==> src/design/lifo_pkg.sv <==
// Shared types and constants for the bounded LIFO stack.
package lifo_pkg;

   // Fixed widths of the request and response words
   localparam int KIND_BITS   = 2;
   localparam int POS_BITS    = 3;
   localparam int VALUE_BITS  = 32;
   localparam int DATA_BITS   = 32;
   localparam int STATUS_BITS = 2;
   localparam int FILL_BITS   = 4;

   // Operation codes carried in the kind field
   typedef enum logic [KIND_BITS-1:0] {
      OP_PUSH   = 2'd0,
      OP_POP    = 2'd1,
      OP_PEEK   = 2'd2,
      OP_CHANGE = 2'd3
   } op_type;

   // Response status codes
   typedef enum logic [STATUS_BITS-1:0] {
      ST_OK        = 2'd0,
      ST_OVERFLOW  = 2'd1,
      ST_UNDERFLOW = 2'd2,
      ST_RANGE     = 2'd3
   } status_type;

   // Control broadcast from the stack controller to every cell
   typedef struct packed {
      logic push;    // write the incoming word at the current fill count
      logic pop;     // clear the entry just below the fill count
      logic change;  // overwrite the entry at the requested position
      logic rd_top;  // drive the read chain from the top entry, not the position
   } cell_ctrl_type;

endpackage

==> src/design/lifo_if.sv <==
// Request and response channel interfaces for the bounded LIFO stack.
interface lifo_req_if;
   logic                                   valid;
   logic                                   ready;
   logic [lifo_pkg::KIND_BITS-1:0]         kind;
   logic [lifo_pkg::POS_BITS-1:0]          position;
   logic signed [lifo_pkg::VALUE_BITS-1:0] value;

   modport source (output valid, kind, position, value, input ready);
   modport sink   (input valid, kind, position, value, output ready);
endinterface

interface lifo_rsp_if;
   logic                                  valid;
   logic                                  ready;
   logic signed [lifo_pkg::DATA_BITS-1:0] data;
   logic [lifo_pkg::STATUS_BITS-1:0]      status;
   logic [lifo_pkg::FILL_BITS-1:0]        fill_count;
   logic                                  is_empty;
   logic                                  is_full;

   modport source (output valid, data, status, fill_count, is_empty, is_full, input ready);
   modport sink   (input valid, data, status, fill_count, is_empty, is_full, output ready);
endinterface

==> src/design/lifo_cell.sv <==
// One stack entry: holds a word, decodes its own write and clear, joins the read chain.
module lifo_cell #(
   parameter int WORD_BITS = 32,
   parameter int CNT_BITS  = 4,
   parameter int INDEX     = 0
) (
   input  logic                          clock,
   input  logic                          reset,
   input  lifo_pkg::cell_ctrl_type       ctrl,
   input  logic [CNT_BITS-1:0]           count,
   input  logic [lifo_pkg::POS_BITS-1:0] position,
   input  logic [WORD_BITS-1:0]          wr_word,
   input  logic [WORD_BITS-1:0]          rd_chain_in,
   output logic [WORD_BITS-1:0]          rd_chain_out
);

   localparam logic [CNT_BITS-1:0] MY_IDX    = CNT_BITS'(INDEX);
   localparam logic [CNT_BITS-1:0] MY_IDX_P1 = CNT_BITS'(INDEX + 1);

   logic [WORD_BITS-1:0] word_ff, word_in;
   logic                 pos_hit;
   logic                 top_hit;
   logic                 rd_sel;

   // Decode which request targets this entry
   always_comb begin
      pos_hit = (int'(position) == INDEX);
      top_hit = (count == MY_IDX_P1);
      rd_sel  = ctrl.rd_top ? top_hit : pos_hit;
   end

   // Pass the neighbor's word along unless this entry is the one being read
   assign rd_chain_out = rd_sel ? word_ff : rd_chain_in;

   // Load on push or change, clear on pop, otherwise hold
   always_comb begin
      word_in = word_ff;
      if (ctrl.push && (count == MY_IDX)) begin
         word_in = wr_word;
      end else if (ctrl.pop && top_hit) begin
         word_in = '0;
      end else if (ctrl.change && pos_hit) begin
         word_in = wr_word;
      end
   end

   always_ff @(posedge clock) begin
      if (reset) begin
         word_ff <= '0;
      end else begin
         word_ff <= word_in;
      end
   end

endmodule

==> src/design/bounded_lifo_stack.sv <==
// Bounded LIFO stack: controller, fill count, response register and the row of entry cells.
// A response word is registered when its request word is accepted and appears in the following cycle.
// Throughput: one request word per cycle; the registered response stage sets the pace,
// and a new request is taken whenever that stage is empty or being drained.
// Reads go through the cell read chain, DEPTH cells deep, within the accept cycle.
// Reset (synchronous, active high) empties the stack and clears every entry to zero.
module bounded_lifo_stack #(
   parameter int DEPTH     = 8,
   parameter int WORD_BITS = 32
) (
   input  logic        clock,
   input  logic        reset,
   lifo_req_if.sink    req_bus,
   lifo_rsp_if.source  rsp_bus
);

   localparam int CNT_BITS = $clog2(DEPTH + 1);
   localparam int EXT_BITS = (WORD_BITS > lifo_pkg::DATA_BITS) ? WORD_BITS : lifo_pkg::DATA_BITS;
   localparam logic [CNT_BITS-1:0] FULL_COUNT = CNT_BITS'(DEPTH);

   logic [CNT_BITS-1:0]                   count_ff, count_in;
   logic                                  rsp_valid_ff, rsp_valid_in;
   logic signed [lifo_pkg::DATA_BITS-1:0] data_ff, data_in;
   lifo_pkg::status_type                  status_ff, status_in;
   logic [lifo_pkg::FILL_BITS-1:0]        fill_ff, fill_in;
   logic                                  empty_ff, empty_in;
   logic                                  full_ff, full_in;

   logic                                  accept;
   lifo_pkg::op_type                      op;
   lifo_pkg::cell_ctrl_type               ctrl;
   logic                                  pos_out;
   logic                                  is_zero;
   logic                                  at_full;
   logic                                  use_rd;
   logic [CNT_BITS-1:0]                   new_count;
   logic [WORD_BITS-1:0]                  wr_word;
   logic [WORD_BITS-1:0]                  rd_chain [DEPTH:0];
   logic signed [EXT_BITS-1:0]            rd_ext;

   // Take a request word when the response stage is empty or draining
   assign req_bus.ready = !rsp_valid_ff || rsp_bus.ready;
   assign accept        = req_bus.valid && req_bus.ready;

   // Store the low WORD_BITS of the value, zero-filled above 32 bits
   assign wr_word = WORD_BITS'($unsigned(req_bus.value));

   // Sign-extend the word read from the chain
   assign rd_ext = EXT_BITS'(signed'(rd_chain[0]));

   // Decode the operation, check it and drive the cell controls
   always_comb begin
      op        = lifo_pkg::op_type'(req_bus.kind);
      pos_out   = (int'(req_bus.position) >= DEPTH);
      is_zero   = (count_ff == '0);
      at_full   = (count_ff == FULL_COUNT);
      status_in = lifo_pkg::ST_OK;
      ctrl      = '0;
      use_rd    = 1'b0;
      new_count = count_ff;
      case (op)
         lifo_pkg::OP_PUSH: begin
            if (at_full) begin
               status_in = lifo_pkg::ST_OVERFLOW;
            end else begin
               ctrl.push = accept;
               new_count = count_ff + CNT_BITS'(1);
            end
         end
         lifo_pkg::OP_POP: begin
            ctrl.rd_top = 1'b1;
            if (is_zero) begin
               status_in = lifo_pkg::ST_UNDERFLOW;
            end else begin
               ctrl.pop  = accept;
               use_rd    = 1'b1;
               new_count = count_ff - CNT_BITS'(1);
            end
         end
         lifo_pkg::OP_PEEK: begin
            if (is_zero) begin
               status_in = lifo_pkg::ST_UNDERFLOW;
            end else if (pos_out) begin
               status_in = lifo_pkg::ST_RANGE;
            end else begin
               use_rd = 1'b1;
            end
         end
         lifo_pkg::OP_CHANGE: begin
            if (pos_out) begin
               status_in = lifo_pkg::ST_RANGE;
            end else begin
               ctrl.change = accept;
            end
         end
         default: begin
            status_in = lifo_pkg::ST_OK;
         end
      endcase

      count_in = accept ? new_count : count_ff;
      data_in  = use_rd ? rd_ext[lifo_pkg::DATA_BITS-1:0] : '0;
      fill_in  = lifo_pkg::FILL_BITS'(new_count);
      empty_in = (new_count == '0);
      full_in  = (new_count == FULL_COUNT);

      // Raise valid on accept, drop it once the word is taken
      if (accept) begin
         rsp_valid_in = 1'b1;
      end else if (rsp_bus.ready) begin
         rsp_valid_in = 1'b0;
      end else begin
         rsp_valid_in = rsp_valid_ff;
      end
   end

   // Control registers
   always_ff @(posedge clock) begin
      if (reset) begin
         count_ff     <= '0;
         rsp_valid_ff <= 1'b0;
      end else begin
         count_ff     <= count_in;
         rsp_valid_ff <= rsp_valid_in;
      end
   end

   // Response payload, loaded on accept
   always_ff @(posedge clock) begin
      if (accept) begin
         data_ff   <= data_in;
         status_ff <= status_in;
         fill_ff   <= fill_in;
         empty_ff  <= empty_in;
         full_ff   <= full_in;
      end
   end

   assign rsp_bus.valid      = rsp_valid_ff;
   assign rsp_bus.data       = data_ff;
   assign rsp_bus.status     = status_ff;
   assign rsp_bus.fill_count = fill_ff;
   assign rsp_bus.is_empty   = empty_ff;
   assign rsp_bus.is_full    = full_ff;

   // Row of entry cells, bottom entry at index zero; the read chain ends in zero
   assign rd_chain[DEPTH] = '0;

   for (genvar i = 0; i < DEPTH; i++) begin : g_cell
      lifo_cell #(
         .WORD_BITS (WORD_BITS),
         .CNT_BITS  (CNT_BITS),
         .INDEX     (i)
      ) u_cell (
         .clock        (clock),
         .reset        (reset),
         .ctrl         (ctrl),
         .count        (count_ff),
         .position     (req_bus.position),
         .wr_word      (wr_word),
         .rd_chain_in  (rd_chain[i+1]),
         .rd_chain_out (rd_chain[i])
      );
   end

endmodule
==> src/flat_wrapper.sv <==
// flat-port wrapper written by rule: the top's interface ports become plain ports
module bounded_lifo_stack_flat 
#(
   parameter int DEPTH     = 8,
   parameter int WORD_BITS = 32
)
  (clock, reset, req_bus_valid, req_bus_kind, req_bus_position, req_bus_value, req_bus_ready, rsp_bus_valid, rsp_bus_data, rsp_bus_status, rsp_bus_fill_count, rsp_bus_is_empty, rsp_bus_is_full, rsp_bus_ready);
  lifo_req_if req_bus_i ();
  lifo_rsp_if rsp_bus_i ();
  input  logic clock;
  input  logic reset;
  input wire logic [$bits(req_bus_i.valid)-1:0] req_bus_valid;
  input wire logic [$bits(req_bus_i.kind)-1:0] req_bus_kind;
  input wire logic [$bits(req_bus_i.position)-1:0] req_bus_position;
  input wire logic [$bits(req_bus_i.value)-1:0] req_bus_value;
  output wire logic [$bits(req_bus_i.ready)-1:0] req_bus_ready;
  output wire logic [$bits(rsp_bus_i.valid)-1:0] rsp_bus_valid;
  output wire logic [$bits(rsp_bus_i.data)-1:0] rsp_bus_data;
  output wire logic [$bits(rsp_bus_i.status)-1:0] rsp_bus_status;
  output wire logic [$bits(rsp_bus_i.fill_count)-1:0] rsp_bus_fill_count;
  output wire logic [$bits(rsp_bus_i.is_empty)-1:0] rsp_bus_is_empty;
  output wire logic [$bits(rsp_bus_i.is_full)-1:0] rsp_bus_is_full;
  input wire logic [$bits(rsp_bus_i.ready)-1:0] rsp_bus_ready;
  assign req_bus_i.valid = req_bus_valid;
  assign req_bus_i.kind = req_bus_kind;
  assign req_bus_i.position = req_bus_position;
  assign req_bus_i.value = req_bus_value;
  assign req_bus_ready = req_bus_i.ready;
  assign rsp_bus_valid = rsp_bus_i.valid;
  assign rsp_bus_data = rsp_bus_i.data;
  assign rsp_bus_status = rsp_bus_i.status;
  assign rsp_bus_fill_count = rsp_bus_i.fill_count;
  assign rsp_bus_is_empty = rsp_bus_i.is_empty;
  assign rsp_bus_is_full = rsp_bus_i.is_full;
  assign rsp_bus_i.ready = rsp_bus_ready;
  bounded_lifo_stack #(.DEPTH(DEPTH), .WORD_BITS(WORD_BITS)) u_core (.clock(clock), .reset(reset), .req_bus(req_bus_i), .rsp_bus(rsp_bus_i));
endmodule
==> config.mk <==
export PLATFORM = sky130hd
export DESIGN_NAME = bounded_lifo_stack_flat
export DESIGN_NICKNAME = d
export VERILOG_FILES = /design/src/design/lifo_pkg.sv /design/src/design/lifo_if.sv /design/src/design/lifo_cell.sv /design/src/design/bounded_lifo_stack.sv /design/src/flat_wrapper.sv
export SDC_FILE = /design/constraint.sdc
export NUM_CORES = 1
export LEC_CHECK = 0
export ABC_CLOCK_PERIOD_IN_PS = 3100
export BUFFER_PORTS_ARGS = -buffer_cell sky130_fd_sc_hd__buf_4
export CAP_MARGIN = 25
export CORE_ASPECT_RATIO = 0.7
export CORE_MARGIN = 2
export CORE_UTILIZATION = 61
export DETAILED_ROUTE_END_ITERATION = 6
export PLACE_DENSITY = 0.82
export RECOVER_POWER = 100
export SYNTH_ARGS = -nofsm -noshare
export SYNTH_HDL_FRONTEND = slang
export SYNTH_SLANG_ARGS = --single-unit
==> constraint.sdc <==
create_clock -name clock -period 3.1 [get_ports clock]
set_clock_uncertainty 0.1 [all_clocks]
set_input_delay 0 -clock clock [delete_from_list [all_inputs] [get_ports clock]]
set_output_delay 0 -clock clock [all_outputs]
set_load 0.05 [all_outputs]
# Yosys cells after proc, flatten, opt, wreduce, memory -nomap -nowiden
# Index checks and enable logic that the tools add are counted.
# word_totals
reg_bits	301
in_bits	41
out_inout_bits	42
# classes
addsub	2
eq_ne	19
muxes	56
reduce_logical	41
# op_table
cell	count
2-to-1 mux 32 bit	32
logical AND 1 bit	25
nonzero test 3 bit	8
2-to-1 mux 1 bit	19
== test 4 x 3 -> 1 bit (second input constant)	4
== test 3 bit (second input constant)	4
== test 4 x 2 -> 1 bit (second input constant)	2
== test 4 bit (second input constant)	2
zero test 4 bit	2
2-to-1 mux 4 bit	2
case mux 4 bit (2 select lines)	1
== test 3 x 2 -> 1 bit (second input constant)	2
adder 4 x 1 -> 4 bit (second input constant)	1
== test 2 bit (second input constant)	2
== test 4 x 1 -> 1 bit (second input constant)	1
case mux 2 bit (2 select lines)	1
subtractor 4 x 1 -> 4 bit (second input constant)	1
== test 3 x 1 -> 1 bit (second input constant)	1
zero test 3 bit	1
== test 2 x 1 -> 1 bit (second input constant)	1
zero test 2 bit	1
2-to-1 mux 2 bit	1
nonzero test 2 bit	1
OR reduction 2 bit	1
other kinds (2)	2

# Longest topological paths before layout
# logic_depth
word_depth	11
depth_mapped	12
mapped_depth_nobuf	7

# By module
# A second synthesis with hierarchy kept.
# unflattened
hier_cells	1985
area_unflattened_um2	19212.2
# modules_own_cells
mod	instances	cells_each	area_each_um2
lifo_cell at u_core.g_cell[2].u_cell	1	258	2392.3
lifo_cell at u_core.g_cell[4].u_cell	1	257	2338.5
lifo_cell at u_core.g_cell[7].u_cell	1	257	2334.7
lifo_cell at u_core.g_cell[6].u_cell	1	257	2262.2
lifo_cell at u_core.g_cell[0].u_cell	1	258	2244.7
bounded_lifo_stack	1	152	2018.2
lifo_cell at u_core.g_cell[1].u_cell	1	182	1933.1
lifo_cell at u_core.g_cell[5].u_cell	1	182	1851.8
lifo_cell at u_core.g_cell[3].u_cell	1	182	1836.8

# Worst setup path after synthesis
# OpenSTA, ideal clock, no wires.
# synth_timing
path_kind	flip-flop to flip-flop
from	register u_core.rsp_valid_ff, in the netlist u_core.rsp_bus.valid
to	register u_core.data_ff, in the netlist u_core.rsp_bus.data[0], enable pin
setup_time_ps	420
arrival_ps	2999
required_ps	2580
path_slack_ps	-419
stages_incl_launch_ff	6
path_buffers	2
synth_period_minus_slack_ps	3519
path_cell_list	dfxtp_1 nand2b_1 clkbuf_1 nand2_1 clkinv_1 clkbuf_1
# synth_between
elab_chain_len	3
# synth_lines
item	line	rtl
start: declaration	bounded_lifo_stack.sv:22	logic rsp_valid_ff, rsp_valid_in;
start signal: assignment	bounded_lifo_stack.sv:124	rsp_valid_ff <= rsp_valid_in;
zero test 1 bit	bounded_lifo_stack.sv:42	assign req_bus.ready = !rsp_valid_ff || rsp_bus.ready;
logical OR 1 bit	bounded_lifo_stack.sv:42	
net req_bus_ready	flat_wrapper.sv:16	output wire logic [$bits(req_bus_i.ready)-1:0] req_bus_ready;
logical AND 1 bit	bounded_lifo_stack.sv:43	assign accept = req_bus.valid && req_bus.ready;
net u_core.accept	bounded_lifo_stack.sv:29	logic accept;
end signal: assignment	bounded_lifo_stack.sv:131	data_ff <= data_in;
end: declaration	bounded_lifo_stack.sv:23	logic signed [lifo_pkg::DATA_BITS-1:0] data_ff, data_in;
# The timed path passes the listed nets, and every way through them passes these cells.
# A chain may end at the register's enable or synchronous reset.

# Worst setup path in the final report
# layout_timing
from	register u_core.count_ff[1]
to	register u_core.g_cell[6].u_cell.word_ff[11]
# layout_between
elab_chain_len	6
word_cells_on_any_way	13
# layout_lines
item	line	rtl
start: declaration	bounded_lifo_stack.sv:21	logic [CNT_BITS-1:0] count_ff, count_in;
start signal: assignment	bounded_lifo_stack.sv:123	count_ff <= count_in;
zero test 4 bit	bounded_lifo_stack.sv:55	is_zero = (count_ff == '0);
2-to-1 mux 1 bit	bounded_lifo_stack.sv:72	if (is_zero) begin
2-to-1 mux 1 bit	bounded_lifo_stack.sv:61	case (op)
logical AND 1 bit	lifo_cell.sv:40	end else if (ctrl.pop && top_hit) begin
2-to-1 mux 32 bit	lifo_cell.sv:40	
2-to-1 mux 32 bit	lifo_cell.sv:38	if (ctrl.push && (count == MY_IDX)) begin
end signal: assignment	lifo_cell.sv:51	word_ff <= word_in;
end: declaration	lifo_cell.sv:20	logic [WORD_BITS-1:0] word_ff, word_in;
# Parallel ways exist; a longest one is shown, timed or not.

==> flow_metrics.tcl <==
set metrics [dict create \
    intPower_w 0.00669 \
    first_iter_violations 2187 \
    h-tree-depth 1 \
    crit_buf_inv 2 \
    post-route-min-period_ps 2990 \
    grt-ovfl-total 0 \
    worst_slew_pin_slew_ps 1070 \
    place_area_mm2 0.0154 \
    layout.cells.non_filler 1998 \
    clock-sinks 301 \
    path_clk_slew_ps 70 \
    layout_common_cells "261 x dfxtp_1, 183 x nor2_1, 163 x nand2_1, 132 x mux2i_1, 121 x a21oi_1" \
    fin_nets 1714 \
    die_area_mm2 0.0245 \
    dp_hpwl_um 30900 \
    dp_cells 1907 \
    cp_max_fo 22 \
    synth-seq-cells 301 \
    synth_cells 1595 \
    wire_per_inst_um 25.1 \
    synthFlopType "dfxtp_1" \
    p_sw_frac 0.281 \
    grt_max_degree 44 \
    worstSetupEndpointType "flop" \
    cap_violations 0 \
    clock_power_share 0.405 \
    critPathSlowestCell "buf_2" \
    antenna_found_initial 0 \
    crit_chain "inv_1 > ha_1 > or3b_1 > and4_1 > a41o_1 > buf_2 > nor2_1" \
    root_buffer "clkbuf_16" \
    power.switching_w 0.00261 \
    ys_types 75 \
    setup_viol 0 \
    wl_met3_um 8090 \
    finalWorstSetupSlack_ps 114 \
    core-area_mm2 0.0227 \
    nFillCells 1650 \
    fp.dieW_um 186 \
    grt_usage 0.398 \
    power.leakage_nw 6.36 \
    final_common_cell "dfxtp_1" \
    violations "DRC" \
    io_pins 83 \
    seqPwrFrac 0.443 \
    finalPower_w 0.00930 \
    vias_per_cell 6.92 \
    grt_first_pass_wirelength_um 75200 \
    rows 46 \
    yosysSeqAreaShare 0.454 \
    drc 4 \
    cts.path.max_buffers 3 \
    p_per_area_mw_per_mm2 560 \
    peakVddDrop_mv 0.424 \
    start_util 0.623 \
    n_antenna_cell 0 \
    max_freq_ghz 0.335 \
    required_ps 3410 \
    numCtsBuffers 28 \
    critPathMaxStageDelay_ps 650 \
    tns_ps 0 \
    wl_met2_um 20500 \
    critPathLaunchType "flop" \
    seqCellArea_mm2 0.00643 \
    post-route-period-util 0.963 \
    cp.arrival_ps 3290 \
    critical_path_class "flop to flop" \
    synth_edf_count 40 \
    io_buffers 82 \
    slew_headroom 0.285 \
    hp-class "input pin to flop" \
    syn_to_final_growth_pct 17.3 \
    place_ws_ps 115 \
    multi_input_area_mm2 0.00708 \
    synthesis.area_mm2 0.0142 \
    cp_top_family "simple AND/OR/NAND/NOR gates" \
    async_flop_share 0 \
    combPwrFrac 0.152 \
    vias 13800 \
    drtAntennaViolNets 0 \
    clkLatencyLatePin_ps 570 \
    gp_congestion 0.964 \
    drive_gt1_frac 0.128 \
    cts_tree "yes" \
    grt_pass1_vias 13100 \
    slew_viol_final 0 \
    fin_area_mm2 0.0166 \
    drt_first_pass_iters 7 \
    synth_nets 1645 \
    rsz0062_at_grt "no" \
    finalHoldViolCount 0 \
    wl_um 50100 \
    syn_area_per_cell_um2 8.88 \
    top_layer "met4" \
    status "finished, violations left" \
    yosysWarnings 0 \
    detail_route.wirelength.met1_um 19300 \
    fp.dieH_um 132 \
]
power groups by stage:
| stage | clock network (W) | registers, W | logic [W] |
|---|---|---|---|
| 2_1_floorplan | 0 | 0.00434 | 0.000706 |
| 3_3_place_gp | 0 | 0.00420 | 0.00132 |
| 3_5_place_dp | 0 | 0.00420 | 0.00135 |
| 4_1_cts | 0.00376 | 0.00412 | 0.00139 |
| 5_1_grt | 0.00392 | 0.00413 | 0.00146 |
| 6_report | 0.00377 | 0.00412 | 0.00141 |
synth_stat cells, types with 3 or more instances:
master | instances | area share
o221ai_1 | 14 | 0.0087
mux2i_1 | 132 | 0.093
nand4b_1 | 3 | 0.0019
nand3_1 | 64 | 0.023
o221a_2 | 5 | 0.0040
a22o_1 | 36 | 0.022
buf_4 | 14 | 0.0074
a22oi_1 | 13 | 0.0069
nand2b_1 | 5 | 0.0022
inv_1 | 18 | 0.0048
ha_1 | 9 | 0.0079
nor4bb_1 | 7 | 0.0049
dfxtp_1 | 261 | 0.37
o21ai_0 | 44 | 0.016
nand4_1 | 26 | 0.011
and3_1 | 3 | 0.0013
o211ai_1 | 3 | 0.0016
nand2_1 | 163 | 0.043
o31a_1 | 4 | 0.0025
a21boi_0 | 32 | 0.017
a211oi_1 | 15 | 0.0079
nor3b_1 | 3 | 0.0016
a2bb2oi_1 | 8 | 0.0049
and2_1 | 4 | 0.0018
a31oi_1 | 6 | 0.0026
o22ai_1 | 15 | 0.0066
a221oi_1 | 34 | 0.021
nor2_1 | 183 | 0.048
buf_1 | 6 | 0.0016
o211a_1 | 7 | 0.0049
buf_2 | 37 | 0.013
edfxtp_1 | 40 | 0.085
o21ai_1 | 20 | 0.0071
clkbuf_1 | 116 | 0.031
o31ai_1 | 4 | 0.0021
a221o_1 | 20 | 0.014
a21oi_1 | 122 | 0.043
nor2b_1 | 4 | 0.0018
a21o_1 | 34 | 0.018
nor3_1 | 19 | 0.0067
sequential cells by signal, indices dropped and copies added, names as in the netlist:
name	count
u_core.count_ff	4
u_core.g_cell.u_cell.word_ff	256
u_core.rsp_bus.data	32
u_core.rsp_bus.fill_count	4
u_core.rsp_bus.is_empty	1
u_core.rsp_bus.is_full	1
u_core.rsp_bus.status	2
u_core.rsp_bus.valid	1
layout make-up:
| cell class | instances | share of cell area |
|---|---|---|
| clock inverters | 14 | 0.00926 |
| multi-input cells | 1101 | 0.426 |
| well taps | 312 | 0.0235 |
| inverters | 19 | 0.00437 |
| repair buffers | 213 | 0.0986 |
| flip-flops and latches | 301 | 0.387 |
| clock buffers | 38 | 0.0513 |
timing repair:
action,in CTS,in global routing
setup buffers,0,0
hold buffers,37,0
setup endpoints to repair,0,15
gates resized for setup,0,5
hold endpoints to repair,262,0
through the flow:
stage | hold slack, ps | util
finish | 81.4 | 0.731
global route | 101 | 0.731
CTS | 83.3 | 0.738
detailed placement | 197 | 0.677
global placement | 186 | 0.677
floorplan | 205 | -
metal layers:
| metal | global-route usage | vias up |
|---|---|---|
| met5 | 0 | - |
| met4 | 0.161 | 0 |
| met3 | 0.137 | 207 |
| met2 | 0.569 | 1220 |
| met1 | 0.547 | 6486 |
| li1 | - | 5908 |
final timing paths:
check	slack (ps)	from	cells after the start	end
hold / removal	80	req_bus_kind[0]	4	u_core.rsp_bus.status[1]
hold reg to reg	360	u_core.g_cell[4].u_cell.word_ff[20]	2	u_core.g_cell[4].u_cell.word_ff[20]
setup / recovery	110	u_core.count_ff[1]	7	u_core.g_cell[6].u_cell.word_ff[11]
setup reg to reg	110	u_core.count_ff[1]	7	u_core.g_cell[6].u_cell.word_ff[11]
worst min-delay path: cells and delay by family:
kind,cells,cell delay [ps]
and+or+nand+nor,1,150
adders and majority gates,1,250
buffers and inverters,2,190
kinds of logic after synthesis:
kind of cell | after synthesis | synth area share
fa+ha+maj | 9 | 0.00795
xor+xnor | 1 | 0.000618
flops | 301 | 0.454
simple gates | 505 | 0.161
compound gates | 454 | 0.225
buf+inv | 193 | 0.0586
mux | 132 | 0.0933
(Power assumes the default switching activity.)
